## config.mk

```make
export PLATFORM = sky130hd
export DESIGN_NAME = i2c_master_byte_engine_core
export DESIGN_NICKNAME = d
export VERILOG_FILES = /design/src/hdl/i2cm_pkg.sv /design/src/hdl/i2cm_seq.sv /design/src/hdl/i2cm_out_fifo.sv /design/src/hdl/i2c_master_byte_engine_core.sv
export SDC_FILE = /design/constraint.sdc
export NUM_CORES = 1
export LEC_CHECK = 0
export CAP_MARGIN = 0
export CORE_MARGIN = 2
export CORE_UTILIZATION = 30
export DETAILED_ROUTE_END_ITERATION = 12
export DONT_BUFFER_PORTS = 1
export GPL_TIMING_DRIVEN = 0
export SETUP_SLACK_MARGIN = 0.2
export SYNTH_ARGS = -nofsm -noshare
export SYNTH_HDL_FRONTEND = slang
export SYNTH_SLANG_ARGS = --single-unit
```

## constraint.sdc

```tcl
create_clock -name i_clk -period 7.3 [get_ports i_clk]
set_input_delay 2.19 -clock i_clk [delete_from_list [all_inputs] [get_ports i_clk]]
set_output_delay 2.19 -clock i_clk [all_outputs]
set_load 0.005 [all_outputs]
```

## src/hdl/i2cm_pkg.sv

```systemverilog
// Shared types and constants for the I2C master byte engine.
`default_nettype none

package i2cm_pkg;

    // Opcodes carried by an input word.
    localparam logic [2:0] OP_TICK  = 3'd0;
    localparam logic [2:0] OP_START = 3'd1;
    localparam logic [2:0] OP_STOP  = 3'd2;
    localparam logic [2:0] OP_WRITE = 3'd3;
    localparam logic [2:0] OP_READ  = 3'd4;

    // Phase counter and the tick positions that matter.
    localparam int unsigned PHASE_W = 5;
    localparam logic [PHASE_W-1:0] PH_FIRST    = 5'd1;
    localparam logic [PHASE_W-1:0] PH_SECOND   = 5'd2;
    localparam logic [PHASE_W-1:0] PH_LAST_BIT = 5'd15;
    localparam logic [PHASE_W-1:0] PH_ACK_SET  = 5'd16;
    localparam logic [PHASE_W-1:0] PH_ACK_HIGH = 5'd17;

    // Reset value of the stop-on-NACK register.
    localparam logic STOP_ON_NACK_RST = 1'b1;

    // Command that the sequencer is running.
    typedef enum logic [2:0] {
        CMD_IDLE  = 3'd0,
        CMD_START = 3'd1,
        CMD_STOP  = 3'd2,
        CMD_WRITE = 3'd3,
        CMD_READ  = 3'd4
    } t_cmd;

    // One result word.
    typedef struct packed {
        logic       scl_level;
        logic       sda_level;
        logic       busy_res;
        logic       done_res;
        logic       ack_bit;
        logic [7:0] read_data;
        logic       rejected;
    } t_result;

endpackage

`default_nettype wire

```

## src/hdl/i2cm_seq.sv

```systemverilog
// Bus sequencer: state registers and the per-word state update.
`default_nettype none

module i2cm_seq (
    input  wire logic              i_clk,
    input  wire logic              i_rst_n,
    input  wire logic              i_accept,
    input  wire logic [2:0]        i_opcode,
    input  wire logic [7:0]        i_wr_byte,
    input  wire logic              i_send_ack,
    input  wire logic              i_sda_sample,
    input  wire logic              i_stop_on_nack,
    output i2cm_pkg::t_result      o_result
);
    import i2cm_pkg::*;

    t_cmd               r_cmd, n_cmd;
    logic [PHASE_W-1:0] r_phase, n_phase;
    logic [7:0]         r_shift, n_shift;
    logic               r_ack_choice, n_ack_choice;
    logic               r_ack_seen, n_ack_seen;
    logic               r_scl, n_scl;
    logic               r_sda, n_sda;

    logic               busy;
    logic               is_cmd;
    logic [PHASE_W-1:0] p;
    logic               done;
    logic               rej;
    logic [7:0]         rdata;

    assign busy   = (r_cmd != CMD_IDLE);
    assign is_cmd = (i_opcode inside {[OP_START:OP_READ]});
    assign p      = r_phase + PH_FIRST;

    // Next state for one accepted word.
    always_comb begin
        n_cmd        = r_cmd;
        n_phase      = r_phase;
        n_shift      = r_shift;
        n_ack_choice = r_ack_choice;
        n_ack_seen   = r_ack_seen;
        n_scl        = r_scl;
        n_sda        = r_sda;
        done         = 1'b0;
        rej          = 1'b0;
        rdata        = 8'h00;
        if (i_accept) begin
            if (is_cmd) begin
                if (busy) begin
                    rej = 1'b1;
                end else begin
                    n_phase = '0;
                    case (i_opcode)
                        OP_START: begin
                            n_cmd = CMD_START;
                            n_sda = 1'b1;
                            n_scl = 1'b1;
                        end
                        OP_STOP: begin
                            n_cmd = CMD_STOP;
                            n_scl = 1'b0;
                            n_sda = 1'b0;
                        end
                        OP_WRITE: begin
                            n_cmd      = CMD_WRITE;
                            n_shift    = i_wr_byte;
                            n_ack_seen = 1'b0;
                            n_sda      = i_wr_byte[7];
                        end
                        default: begin
                            n_cmd        = CMD_READ;
                            n_shift      = 8'h00;
                            n_ack_choice = i_send_ack;
                            n_sda        = 1'b1;
                            n_scl        = 1'b1;
                        end
                    endcase
                end
            end else if (i_opcode == OP_TICK && busy) begin
                n_phase = p;
                case (r_cmd)
                    CMD_START: begin
                        if (p == PH_FIRST) begin
                            n_sda = 1'b0;
                        end else begin
                            n_scl = 1'b0;
                            n_cmd = CMD_IDLE;
                            done  = 1'b1;
                        end
                    end
                    CMD_STOP: begin
                        if (p == PH_FIRST) begin
                            n_scl = 1'b1;
                        end else if (p == PH_SECOND) begin
                            n_sda = 1'b1;
                        end else begin
                            n_cmd = CMD_IDLE;
                            done  = 1'b1;
                        end
                    end
                    CMD_WRITE: begin
                        if (p <= PH_ACK_SET) begin
                            if (p[0]) begin
                                n_scl = 1'b1;
                            end else begin
                                n_scl = 1'b0;
                                if (p < PH_ACK_SET) begin
                                    // Shift out the next data bit, MSB first.
                                    n_shift = {r_shift[6:0], 1'b0};
                                    n_sda   = r_shift[6];
                                end else begin
                                    n_sda = 1'b1;
                                end
                            end
                        end else if (p == PH_ACK_HIGH) begin
                            n_scl = 1'b1;
                        end else begin
                            n_ack_seen = i_sda_sample;
                            n_scl      = 1'b0;
                            if (i_sda_sample && i_stop_on_nack) begin
                                // NACK: run a stop right away.
                                n_cmd   = CMD_STOP;
                                n_phase = '0;
                                n_sda   = 1'b0;
                            end else begin
                                n_cmd = CMD_IDLE;
                                done  = 1'b1;
                            end
                        end
                    end
                    CMD_READ: begin
                        if (p <= PH_LAST_BIT) begin
                            if (p[0]) begin
                                n_shift = {r_shift[6:0], i_sda_sample};
                                n_scl   = 1'b0;
                            end else begin
                                n_scl = 1'b1;
                            end
                        end else if (p == PH_ACK_SET) begin
                            n_sda = ~r_ack_choice;
                        end else if (p == PH_ACK_HIGH) begin
                            n_scl = 1'b1;
                        end else begin
                            n_scl = 1'b0;
                            n_cmd = CMD_IDLE;
                            done  = 1'b1;
                            rdata = r_shift;
                        end
                    end
                    default: begin
                        n_cmd = CMD_IDLE;
                    end
                endcase
            end
        end
    end

    // Result word built from the updated state.
    always_comb begin
        o_result.scl_level = n_scl;
        o_result.sda_level = n_sda;
        o_result.busy_res  = (n_cmd != CMD_IDLE);
        o_result.done_res  = done;
        o_result.ack_bit   = n_ack_seen;
        o_result.read_data = rdata;
        o_result.rejected  = rej;
    end

    // State registers.
    always_ff @(posedge i_clk) begin
        if (!i_rst_n) begin
            r_cmd        <= CMD_IDLE;
            r_phase      <= '0;
            r_shift      <= 8'h00;
            r_ack_choice <= 1'b0;
            r_ack_seen   <= 1'b0;
            r_scl        <= 1'b1;
            r_sda        <= 1'b1;
        end else begin
            r_cmd        <= n_cmd;
            r_phase      <= n_phase;
            r_shift      <= n_shift;
            r_ack_choice <= n_ack_choice;
            r_ack_seen   <= n_ack_seen;
            r_scl        <= n_scl;
            r_sda        <= n_sda;
        end
    end

endmodule

`default_nettype wire

```

## src/hdl/i2cm_out_fifo.sv

```systemverilog
// Two-entry result buffer between the sequencer and the output channel.
`default_nettype none

module i2cm_out_fifo (
    input  wire logic              i_clk,
    input  wire logic              i_rst_n,
    input  wire logic              i_push,
    input  wire i2cm_pkg::t_result i_data,
    output logic                   o_ready,
    output logic                   o_valid,
    input  wire logic              i_pop_ready,
    output i2cm_pkg::t_result      o_data
);
    import i2cm_pkg::*;

    t_result     r_mem [2];
    logic        r_wr_ptr, n_wr_ptr;
    logic        r_rd_ptr, n_rd_ptr;
    logic [1:0]  r_count, n_count;
    logic        pop;

    assign o_ready = (r_count != 2'd2);
    assign o_valid = (r_count != 2'd0);
    assign pop     = o_valid && i_pop_ready;
    assign o_data  = r_mem[r_rd_ptr];

    // Pointer and fill count update.
    always_comb begin
        n_wr_ptr = r_wr_ptr ^ i_push;
        n_rd_ptr = r_rd_ptr ^ pop;
        n_count  = r_count + {1'b0, i_push} - {1'b0, pop};
    end

    always_ff @(posedge i_clk) begin
        if (!i_rst_n) begin
            r_wr_ptr <= 1'b0;
            r_rd_ptr <= 1'b0;
            r_count  <= 2'd0;
        end else begin
            r_wr_ptr <= n_wr_ptr;
            r_rd_ptr <= n_rd_ptr;
            r_count  <= n_count;
        end
    end

    // Storage for waiting words.
    always_ff @(posedge i_clk) begin
        if (i_push) begin
            r_mem[r_wr_ptr] <= i_data;
        end
    end

endmodule

`default_nettype wire

```

## src/hdl/i2c_master_byte_engine_core.sv

```systemverilog
// Top level of the I2C master byte engine.
//
// The input channel carries one word per tick or command: opcode, the byte
// to write, the ACK choice for a read and the SDA level sampled at this tick.
// Each accepted word yields exactly one result word on the output channel
// with the SCL and SDA levels to drive, busy, done, the write acknowledge,
// the byte assembled by a read and a rejected flag for a command that came
// while busy.
// One word is accepted per cycle while the output buffer has room. The state
// update is done in the cycle the word is accepted, and its result is
// registered in a two-entry output buffer, which hands results out in order.
// When the receiver stalls, the buffer holds up to two results; the input
// stays ready until both entries are full.
// Reset (synchronous, active low) releases both bus lines, sets the engine
// idle, empties the buffer and sets stop_on_nack to 1. The stop_on_nack
// register is written through i_cfg_wr_en and i_cfg_wr_data.
`default_nettype none

module i2c_master_byte_engine_core (
    input  wire logic       i_clk,
    input  wire logic       i_rst_n,
    input  wire logic       i_cfg_wr_en,
    input  wire logic       i_cfg_wr_data,
    input  wire logic       i_in_valid,
    output logic            o_in_ready,
    input  wire logic [2:0] i_opcode,
    input  wire logic [7:0] i_wr_byte,
    input  wire logic       i_send_ack,
    input  wire logic       i_sda_sample,
    output logic            o_out_valid,
    input  wire logic       i_out_ready,
    output logic            o_scl_level,
    output logic            o_sda_level,
    output logic            o_busy_res,
    output logic            o_done_res,
    output logic            o_ack_bit,
    output logic [7:0]      o_read_data,
    output logic            o_rejected
);
    import i2cm_pkg::*;

    logic    r_stop_on_nack;
    logic    accept;
    t_result step_result;
    t_result head;

    assign accept = i_in_valid && o_in_ready;

    // Configuration register.
    always_ff @(posedge i_clk) begin
        if (!i_rst_n) begin
            r_stop_on_nack <= STOP_ON_NACK_RST;
        end else if (i_cfg_wr_en) begin
            r_stop_on_nack <= i_cfg_wr_data;
        end
    end

    i2cm_seq u_seq (
        .i_clk          (i_clk),
        .i_rst_n        (i_rst_n),
        .i_accept       (accept),
        .i_opcode       (i_opcode),
        .i_wr_byte      (i_wr_byte),
        .i_send_ack     (i_send_ack),
        .i_sda_sample   (i_sda_sample),
        .i_stop_on_nack (r_stop_on_nack),
        .o_result       (step_result)
    );

    i2cm_out_fifo u_out_fifo (
        .i_clk       (i_clk),
        .i_rst_n     (i_rst_n),
        .i_push      (accept),
        .i_data      (step_result),
        .o_ready     (o_in_ready),
        .o_valid     (o_out_valid),
        .i_pop_ready (i_out_ready),
        .o_data      (head)
    );

    // Result word fields.
    assign o_scl_level = head.scl_level;
    assign o_sda_level = head.sda_level;
    assign o_busy_res  = head.busy_res;
    assign o_done_res  = head.done_res;
    assign o_ack_bit   = head.ack_bit;
    assign o_read_data = head.read_data;
    assign o_rejected  = head.rejected;

endmodule

`default_nettype wire
```

# After elaboration in Yosys (flattened, before gate mapping)
# Memories as Yosys holds them, arrays and structs flattened. A register that Yosys moved wholly into a read port is not among the register bits.
# Cells that the tools add are included.
[totals]
ff_bits = 25
ram_bits = 28
input_bits = 19
word_cells = 156
n_memories = 1
[mem_list]
columns = ["name", "words", "word_bits", "read_ports", "rd_clocked_by_memory_dff", "write_ports", "line_no", "source"]
rows = [
  ["u_out_fifo.r_mem", 2, 14, 1, 1, 1, "i2cm_out_fifo.sv:16", "t_result r_mem [2];"],
]
[op_classes]
addsub = 3
n_lt_le_gt_ge = 5
n_eq_ne = 19
mux = 96
bitwise_logic = 5
reduce_logical = 16
[ops]
columns = ["operator", "n"]
rows = [
  ["$mux W8", 15],
  ["$mux W1", 52],
  ["$mux W3", 12],
  ["$mux W5", 7],
  ["$pmux W8 S2", 2],
  ["$eq A3 B2 Y1 const B", 4],
  ["$ne A3 B1 Y1 const B", 4],
  ["$pmux W1 S4", 3],
  ["$pmux W3 S4", 1],
  ["$eq A5 B5 Y1 const B", 2],
  ["$reduce_and A10 Y1", 1],
  ["$pmux W3 S3", 1],
  ["$reduce_bool A3 Y1", 3],
  ["$eq A3 B1 Y1 const B", 2],
  ["$ne A2 B2 Y1 const B", 3],
  ["$add A5 B1 Y5 const B", 1],
  ["$eq A5 B1 Y1 const B", 1],
  ["$eq A5 B2 Y1 const B", 1],
  ["$le A5 B4 Y1 const B", 1],
  ["$le A5 B5 Y1 const B", 1],
  ["$logic_and A1 B1 Y1", 5],
  ["$lt A5 B5 Y1 const B", 1],
  ["$pmux W1 S2", 2],
  ["$reduce_and A4 Y1", 1],
  ["other kinds (14)", 18],
]

# Longest topological paths before layout
# Gate-level depths: netlist of run 1.
[depth]
word_depth = 10
depth_mapped = 10
ltp_nobuf = 8

# Cells and area by module
# Synthesis of run 1 repeated with hierarchy kept, for this count alone.
[unflattened]
hier_cells = 331
area_unflattened_um2 = 3355.7
[modules_own_cells]
columns = ["mod", "n_inst", "cells_each", "area_each_um2"]
rows = [
  ["i2cm_seq", 1, 261, 2016.9],
  ["i2cm_out_fifo", 1, 66, 1298.7],
  ["i2c_master_byte_engine_core", 1, 4, 40.0],
]

# Worst setup path before layout of run 1
# OpenSTA, ideal clock, no wires.
[synth_timing]
path_type = "in2reg"
startpoint = "input i_opcode[0]"
endpoint = "memory u_out_fifo.r_mem[0][9] (netlist name), data pin"
setup_ps = 269
arrival_ps = 3590
path_slack_ps = 3441
stages = 7
path_buffers = 2
path_cell_list = "clkbuf_1 nor3_1 and3_1 buf_2 nand2_1 nor3_1 mux2_1"
[synth_rtl]
columns = ["element", "line_no", "source"]
rows = [
  ["start: declaration", "i2c_master_byte_engine_core.sv:26", "input wire logic [2:0] i_opcode,"],
  ["end: declaration", "i2cm_out_fifo.sv:16", ""],
]

==> flow_summary.yaml, run 1 <==
global_routing:
  track_usage_pct: 14.17
  grt_pass1_vias: 2519
  grt_pass1_wl_mm: 12.94
  grt_antenna_before_repair: 0
  grt.overflow.total: 0
  grt_max_degree: 20
cells_and_area:
  regArea_um2: 1361
  fill_cells: 1116
  syn2layout_area_growth_pct: 8.372
  drive_gt1_share_pct: 15.12
  num_antenna_cells: 0
  nNetsFinal: 371
  final_cells: 484
  multiInputGateArea_um2: 1742
worst_setup_path:
  path_class: "input port to flip-flop"
  worstSetupEndpoint: "u_seq.r_ack_seen"
  arrival_ns: 4.23
  rr_endpoint: "u_out_fifo.r_mem[1][11]"
  r2r_start: "u_seq.r_phase[1]"
  r2r_cells: 9
  cp_max_fo: 10
  end_kind: "flip-flop"
  required_ns: 7.52
  r2r_slack_ns: 4.71
  crit_start: "i_opcode[0]"
  start_kind: "input port"
clock_network:
  clockBufferDepth: 2
  cts_hold_buf: 0
  cts.sinks: 54
  cts_tree: "yes"
  clock_latency_ns: 0.32
  cts-buffers-inserted: 5
  root_buffer: "clkbuf_8"
  post-cts-setup-buffers: 0
  htreeDepth: 2
  path_clk_slew_ns: 0.12
  ctsResizeCount: 0
synth:
  ys_seq_elements: 54
  yosys_most_used_dff: "edfxtp_1"
  ys_types: 74
  ys_async_sr_fraction_pct: 0
  yosys_warnings: 0
  synth_cells: 336
  synth.top_cell.area_share_pct: 25.81
  avgSynthCellArea_um2: 9.697
  synthesis.area_um2: 3258
  syn_nets: 364
  synth.area.top_cells: "edfxtp_1 (26%), dfxtp_1 (16%), mux2_2 (4.8%), nor2_1 (3.6%), ha_1 (3.5%)"
  ys_seq_area_share_pct: 41.78
  synth-edff-count: 28
  synth_area_leader_cell: "edfxtp_1"
sta:
  max_freq_mhz: 249.5
  clock_skew_ns: 0.01285
  fin_crit_ns: 4.008
  hold_violations: 0
  slew_viol_final: 0
  fin_setup_tns_ns: 0
  finalSetupViolCount: 0
  rsz0062_at_grt: "no"
  slew_headroom_pct: 54.65
  worst_pin_slew_ns: 0.6803
  period_share_pct: 54.90
  finalWorstSetupSlack_ns: 3.292
floorplanning:
  fp.dieW_um: 108.2
  dieHeight_um: 108.2
  core_um2: 10700
  initial_core_util_pct: 30.46
  dieArea_um2: 11710
  row_count: 38
  pin_count: 35
pwr:
  ir_worst_vdd_mv: 0.09288
  powerDensity_nw_per_um2: 222.3
  p_leak_nw: 1.281
  finalPower_w: 0.0007849
detailed_routing:
  routed_wl_mm: 7.974
  antenna_left: 0
  wl_met3_um: 472
  wl_met2_mm: 3.688
  num_vias: 2625
  wl_per_cell_um: 16.48
  top_layer: "met4"
  drcViolationCount: 0
  drtPass1Iterations: 5
  drtIter0Drc: 279
  viasPerCell: 5.424
  wl_met1_mm: 3.536
status:
  outcome: "completed"
place:
  hpwl_mm: 5.945
  pre_cts_slack_ns: 2.994
  dp_cells: 476
  gp_congestion: 0.8496
  portBuffers: 0
flow_run:
  drv_cap: 0
hold_path:
  min-delay-path-class: "flip-flop to flip-flop"
critical path, cell delays in order:
cell      delay (ns)
clkbuf_1        0.20
nor3_1          0.56
and3_1          0.24
buf_2           0.17
nand2_1         0.08
nor3_1          0.23
mux2_1          0.38
and2_1          0.16
cells by family (layout without fill, tap and decap cells):
group | count (synthesis) | count (layout) | share of synthesized area [%]
buffers and inverters | 33 | 41 | 4.761
adder cells (fa/ha/maj) | 9 | 9 | 3.456
AND/OR/NAND/NOR | 112 | 112 | 17.36
AO/OA/AOI/OAI | 101 | 101 | 23.81
multiplexers | 20 | 20 | 6.720
XOR/XNOR | 7 | 7 | 2.112
flip-flops | 54 | 54 | 41.78
cells in the mapped netlist (3+ instances only):
cell type / n
o31ai_1: 4
dfxtp_1: 26
nor2b_1: 3
nand2b_1: 4
edfxtp_1: 28
a21o_1: 5
nor3_1: 7
a22oi_1: 11
o31a_1: 3
inv_1: 9
a31o_1: 3
xnor2_1: 4
nor2_1: 31
mux2i_1: 5
ha_1: 9
nand2_1: 22
buf_2: 7
a22o_1: 7
buf_4: 4
and3_1: 3
mux2_2: 14
a31oi_1: 9
o21ai_0: 8
a21oi_1: 15
and2_1: 13
nand3_1: 12
clkbuf_1: 9
a31o_2: 5
metal layers:
metal | vias up | track usage [%]
met5 | - | 0
met4 | 0 | 6.227
met3 | 18 | 3.255
met2 | 89 | 22.46
met1 | 1250 | 18.45
li1 | 1268 | -
flip-flops by register name (all words and copies together) (netlist names), named ones only:
| register | count |
|---|---|
| u_seq.r_sda | 1 |
| u_seq.r_shift | 8 |
| u_out_fifo.r_rd_ptr | 1 |
| u_seq.r_scl | 1 |
| u_seq.r_phase | 5 |
| u_seq.r_ack_choice | 1 |
| u_out_fifo.r_mem | 28 |
| u_seq.r_cmd | 3 |
| r_stop_on_nack | 1 |
| u_out_fifo.r_wr_ptr | 1 |
| u_seq.r_ack_seen | 1 |
| u_out_fifo.r_count | 2 |
how the worst min path moves through the flow:
stage                                   from                 end  slack [ns]  cells past startpoint
after floorplan             u_seq.r_shift[7]    u_seq.r_shift[7]        0.44                      2
after global placement      u_seq.r_shift[7]    u_seq.r_shift[7]        0.47                      2
after detailed placement    u_seq.r_shift[7]    u_seq.r_shift[7]        0.48                      2
after CTS                   u_seq.r_shift[7]    u_seq.r_shift[7]        0.51                      2
after global routing        u_seq.r_shift[7]    u_seq.r_shift[7]        0.55                      2
final                     u_seq.r_ack_choice  u_seq.r_ack_choice        0.51                      2
area by class of cell:
type                       count  share of cell area, %
clock inverter                 3                 0.8150
inverter                      11                  1.169
multi-input combinational    249                  49.33
sequential                    54                  38.55
buffer                        22                  3.225
tap                          140                  4.961
clock buffer                   5                  1.949
through the flow:
| stage | util [%] | hold WS, ns | area [µm²] |
|---|---|---|---|
| finish | 33.01 | 0.5109 | 3531 |
| global route | 33.01 | 0.5538 | 3531 |
| CTS | 33.01 | 0.5130 | 3531 |
| detailed placement | 32.09 | 0.4824 | 3433 |
| global placement | 32.09 | 0.4688 | 3433 |
| floorplan | - | 0.4432 | 3258 |
cells in the final DEF (no fill, tap or decap), types with 4 or more instances in the layout:
master    instances
buf_4             4
a31oi_1           9
clkbuf_8          5
edfxtp_1         28
a21o_1            5
dfxtp_1          26
buf_2             7
mux2i_1           5
nand2_1          22
ha_1              9
a31o_2            5
nor3_1            7
a22oi_1          11
o21ai_0           8
nand2b_1          4
o31ai_1           4
and2_1           13
clkbuf_1          9
mux2_2           14
a21oi_1          15
xnor2_1           4
a22o_1            7
inv_1             9
nand3_1          12
nor2_1           31
where the power goes:
part           switching [W]  internal (W)  total, W
logic               0.000127     0.0000887  0.000215
clock network       0.000112     0.0000714  0.000183
registers          0.0000205      0.000366  0.000387
Power figures use the tool's default switching activity.
==> inputs of run 2 (changes only) <==
--- a/config.mk
+++ b/config.mk
@@ -5,6 +5,7 @@
 export SDC_FILE = /design/constraint.sdc
 export NUM_CORES = 1
 export LEC_CHECK = 0
+export ABC_AREA = 1
 export CAP_MARGIN = 0
 export CORE_MARGIN = 2
 export CORE_UTILIZATION = 30
==> constraint.sdc (replaced) <==
create_clock -name i_clk -period 4.1 [get_ports i_clk]
set_input_delay 1.23 -clock i_clk [delete_from_list [all_inputs] [get_ports i_clk]]
set_output_delay 1.23 -clock i_clk [all_outputs]
set_load 0.005 [all_outputs]
==> run 2 against run 1 <==
Clock-buffer cell count unchanged. Die area fell by 6.6%. Synthesized cell count is 8.3% higher. Design area is 6.6% lower. Sequential share of layout area grew 2.7 points. Critical path depth decreased by 6. Worst setup slack got worse by 2.1 ns. Non-clock buffer count is 14 lower. Combinational power increased by 95%.
==> flow_summary.yaml, run 2 <==
worst_setup_path:
  end_kind: "output pin"
  r2r_cells: 9
  path_class: "flip-flop to output pin"
  cp_max_fo: 10
  required_ns: 2.87
  start_kind: "flip-flop"
  arrival_ns: 1.65
detailed_routing:
  routed_wl_mm: 6.954
  wl_met3_um: 343
  drtIter0Drc: 215
  wl_met2_mm: 3.155
  viasPerCell: 4.763
  top_layer: "met4"
  wl_per_cell_um: 13.74
  num_vias: 2410
  wl_met1_mm: 3.377
  antenna_left: 0
  drcViolationCount: 0
  drtPass1Iterations: 5
synth:
  synth.top_cell.area_share_pct: 27.70
  ys_seq_elements: 54
  synth_compound_area_share_pct: 11.62
  avgSynthCellArea_um2: 8.339
  synth_cells: 364
  ys_seq_area_share_pct: 44.85
  yosys.area_share.simple_pct: 26.22
  synth_area_leader_cell: "edfxtp_1"
  synth.area.top_cells: "edfxtp_1 (28%), dfxtp_1 (17%), nand2_1 (11%), mux2_2 (5.2%), inv_1 (4.8%)"
  yosys.area_share.adder_pct: 3.710
  ys_async_sr_fraction_pct: 0
  synth_most_common_cell: "nand2_1"
  synth_top_cells_by_count: "nand2_1 (87), inv_1 (39), nor2_1 (35)"
  syn_nets: 392
  synth_xor_area_share_pct: 1.113
  yosys_warnings: 0
  synth.area.mux_share_pct: 5.194
  synthesis.area_um2: 3035
  synth-edff-count: 28
  synth_top_family_by_area: "simple AND/OR/NAND/NOR gates"
  ys_types: 42
  yosys_most_used_dff: "edfxtp_1"
cells_and_area:
  largest_register_ffs: 28
  fill_cells: 1059
  fin_area_um2: 3299
  regMostFlops: "u_out_fifo.r_mem"
  syn2layout_area_growth_pct: 8.697
  nNetsFinal: 399
  largest_registers: "u_out_fifo.r_mem (28), u_seq.r_shift (8), u_seq.r_phase (5)"
  final_common_cell: "nand2_1"
  layout_common_cells: "nand2_1 (87), inv_1 (39), nor2_1 (35)"
  drive_gt1_share_pct: 13.98
sta:
  clock_skew_ns: 0.01147
  rsz0062_at_grt: "no"
  hold_violations: 0
  slew_viol_final: 0
  fin_setup_tns_ns: 0
  period_share_pct: 70.33
  max_freq_mhz: 346.8
  worst_pin_slew_ns: 0.6609
  slew_headroom_pct: 55.94
  fin_crit_ns: 2.884
  finalHoldWorstSlack_ns: 0.4729
  finalSetupViolCount: 0
flow_run:
  drv_cap: 0
clock_network:
  htreeDepth: 2
  path_clk_slew_ns: 0.11
  cts.sinks: 54
  ctsResizeCount: 0
  clock_latency_ns: 0.31
  clockBufferDepth: 2
  cts_tree: "yes"
  root_buffer: "clkbuf_8"
  cts_hold_buf: 0
  cts-buffers-inserted: 5
  post-cts-setup-buffers: 0
global_routing:
  grt.overflow.total: 0
  grt_max_degree: 20
  grt_antenna_before_repair: 0
  track_usage_pct: 12.54
  grt_pass1_wl_mm: 11.14
  grt_pass1_vias: 2241
floorplanning:
  initial_core_util_pct: 30.91
  fp.dieW_um: 104.6
  core_um2: 9819
  dieHeight_um: 104.6
  dieArea_um2: 10940
  pin_count: 35
  row_count: 36
pwr:
  clock_power_share_pct: 22.0
  p_int_w: 0.0009453
  powerDensity_nw_per_um2: 437.6
  p_leak_nw: 1.296
  swShare_pct: 34.53
  pwr-share-seq_pct: 49.0
  ir_worst_vdd_mv: 0.1739
  p_switching_w: 0.0004985
  pwr-share-comb_pct: 29.1
place:
  portBuffers: 0
  hpwl_mm: 5.316
  placed_area_um2: 3202
  gp_congestion: 0.8471
status:
  outcome: "completed"
hold_path:
  min-delay-path-class: "flip-flop to flip-flop"
  hold_path_depth: 2
## run 2: changes by cell type in the layout (fill, tap and decap cells not counted), sizes merged, moves of 7 or more
cell	change
a21oi	+16
a22o	-7
a31o	-8
a31oi	-8
and2	-14
buf	-9
inv	+36
nand2	+69
nand3	+15
nor2	+7
## run 2: final cells by class
cell class / instances / area, µm² / area share, %
Inverter: 46 / 175.2 / 5.309
Tap cell: 133 / 166.4 / 5.044
Buffer: 8 / 46.29 / 1.403
Multi-Input combinational cell: 256 / 1453 / 44.03
Sequential cell: 54 / 1361 / 41.26
Antenna cell: 1 / 2.502 / 0.07584
Clock buffer: 5 / 68.82 / 2.086
Clock inverter: 3 / 26.28 / 0.7964
## run 2: cells by family (layout without fill, tap and decap cells)
group                      Yosys count  in the layout
AOI/OAI and AO/OA                   54             54
xor gates and xnor gates             3              3
adders and majority gates            9              9
buffers and inverters               54             62
DFF                                 54             54
muxes                               14             14
other                                0              1
and+or+nand+nor                    176            176
## run 2: worst max-delay path, cell delays in order (launching register included)
cell and delay, ns:
dfxtp_1 0.45, clkbuf_1 0.46, mux2_2 0.43
## run 2: path summary, 6_finish.rpt
check,slack (ns),startpoint,end
min,0.47,r_stop_on_nack,r_stop_on_nack
max reg2reg,1.67,u_seq.r_phase[0],u_out_fifo.r_mem[0][7]
max,1.22,flip-flop,o_read_data[0]
min reg2reg,0.47,r_stop_on_nack,r_stop_on_nack
## run 2: per-stage QoR
step	power, W	setup slack (ns)	instances	util [%]
3_3_place_gp	0.001130	1.110	497	32.61
6_report	0.001444	1.216	506	33.60
2_1_floorplan	0.001037	1.511	364	-
4_1_cts	0.001460	1.153	505	33.58
3_5_place_dp	0.001140	1.095	497	32.61
5_1_grt	0.001534	1.072	505	33.58
## run 2: power groups by stage
stage	Sequential [W]	Combinational (W)	Clock (W)
after floorplan	0.000705	0.000331	0
after global placement	0.000716	0.000414	0
after detailed placement	0.000720	0.000421	0
after CTS	0.000708	0.000423	0.000329
after global routing	0.000716	0.000469	0.000349
final	0.000707	0.000420	0.000317
## run 2: metal layers
layer | up-vias | global-route usage (%)
li1 | 1230 | -
met4 | 0 | 3.143
met1 | 1103 | 17.61
met5 | - | 0
met2 | 70 | 19.79
met3 | 7 | 2.495
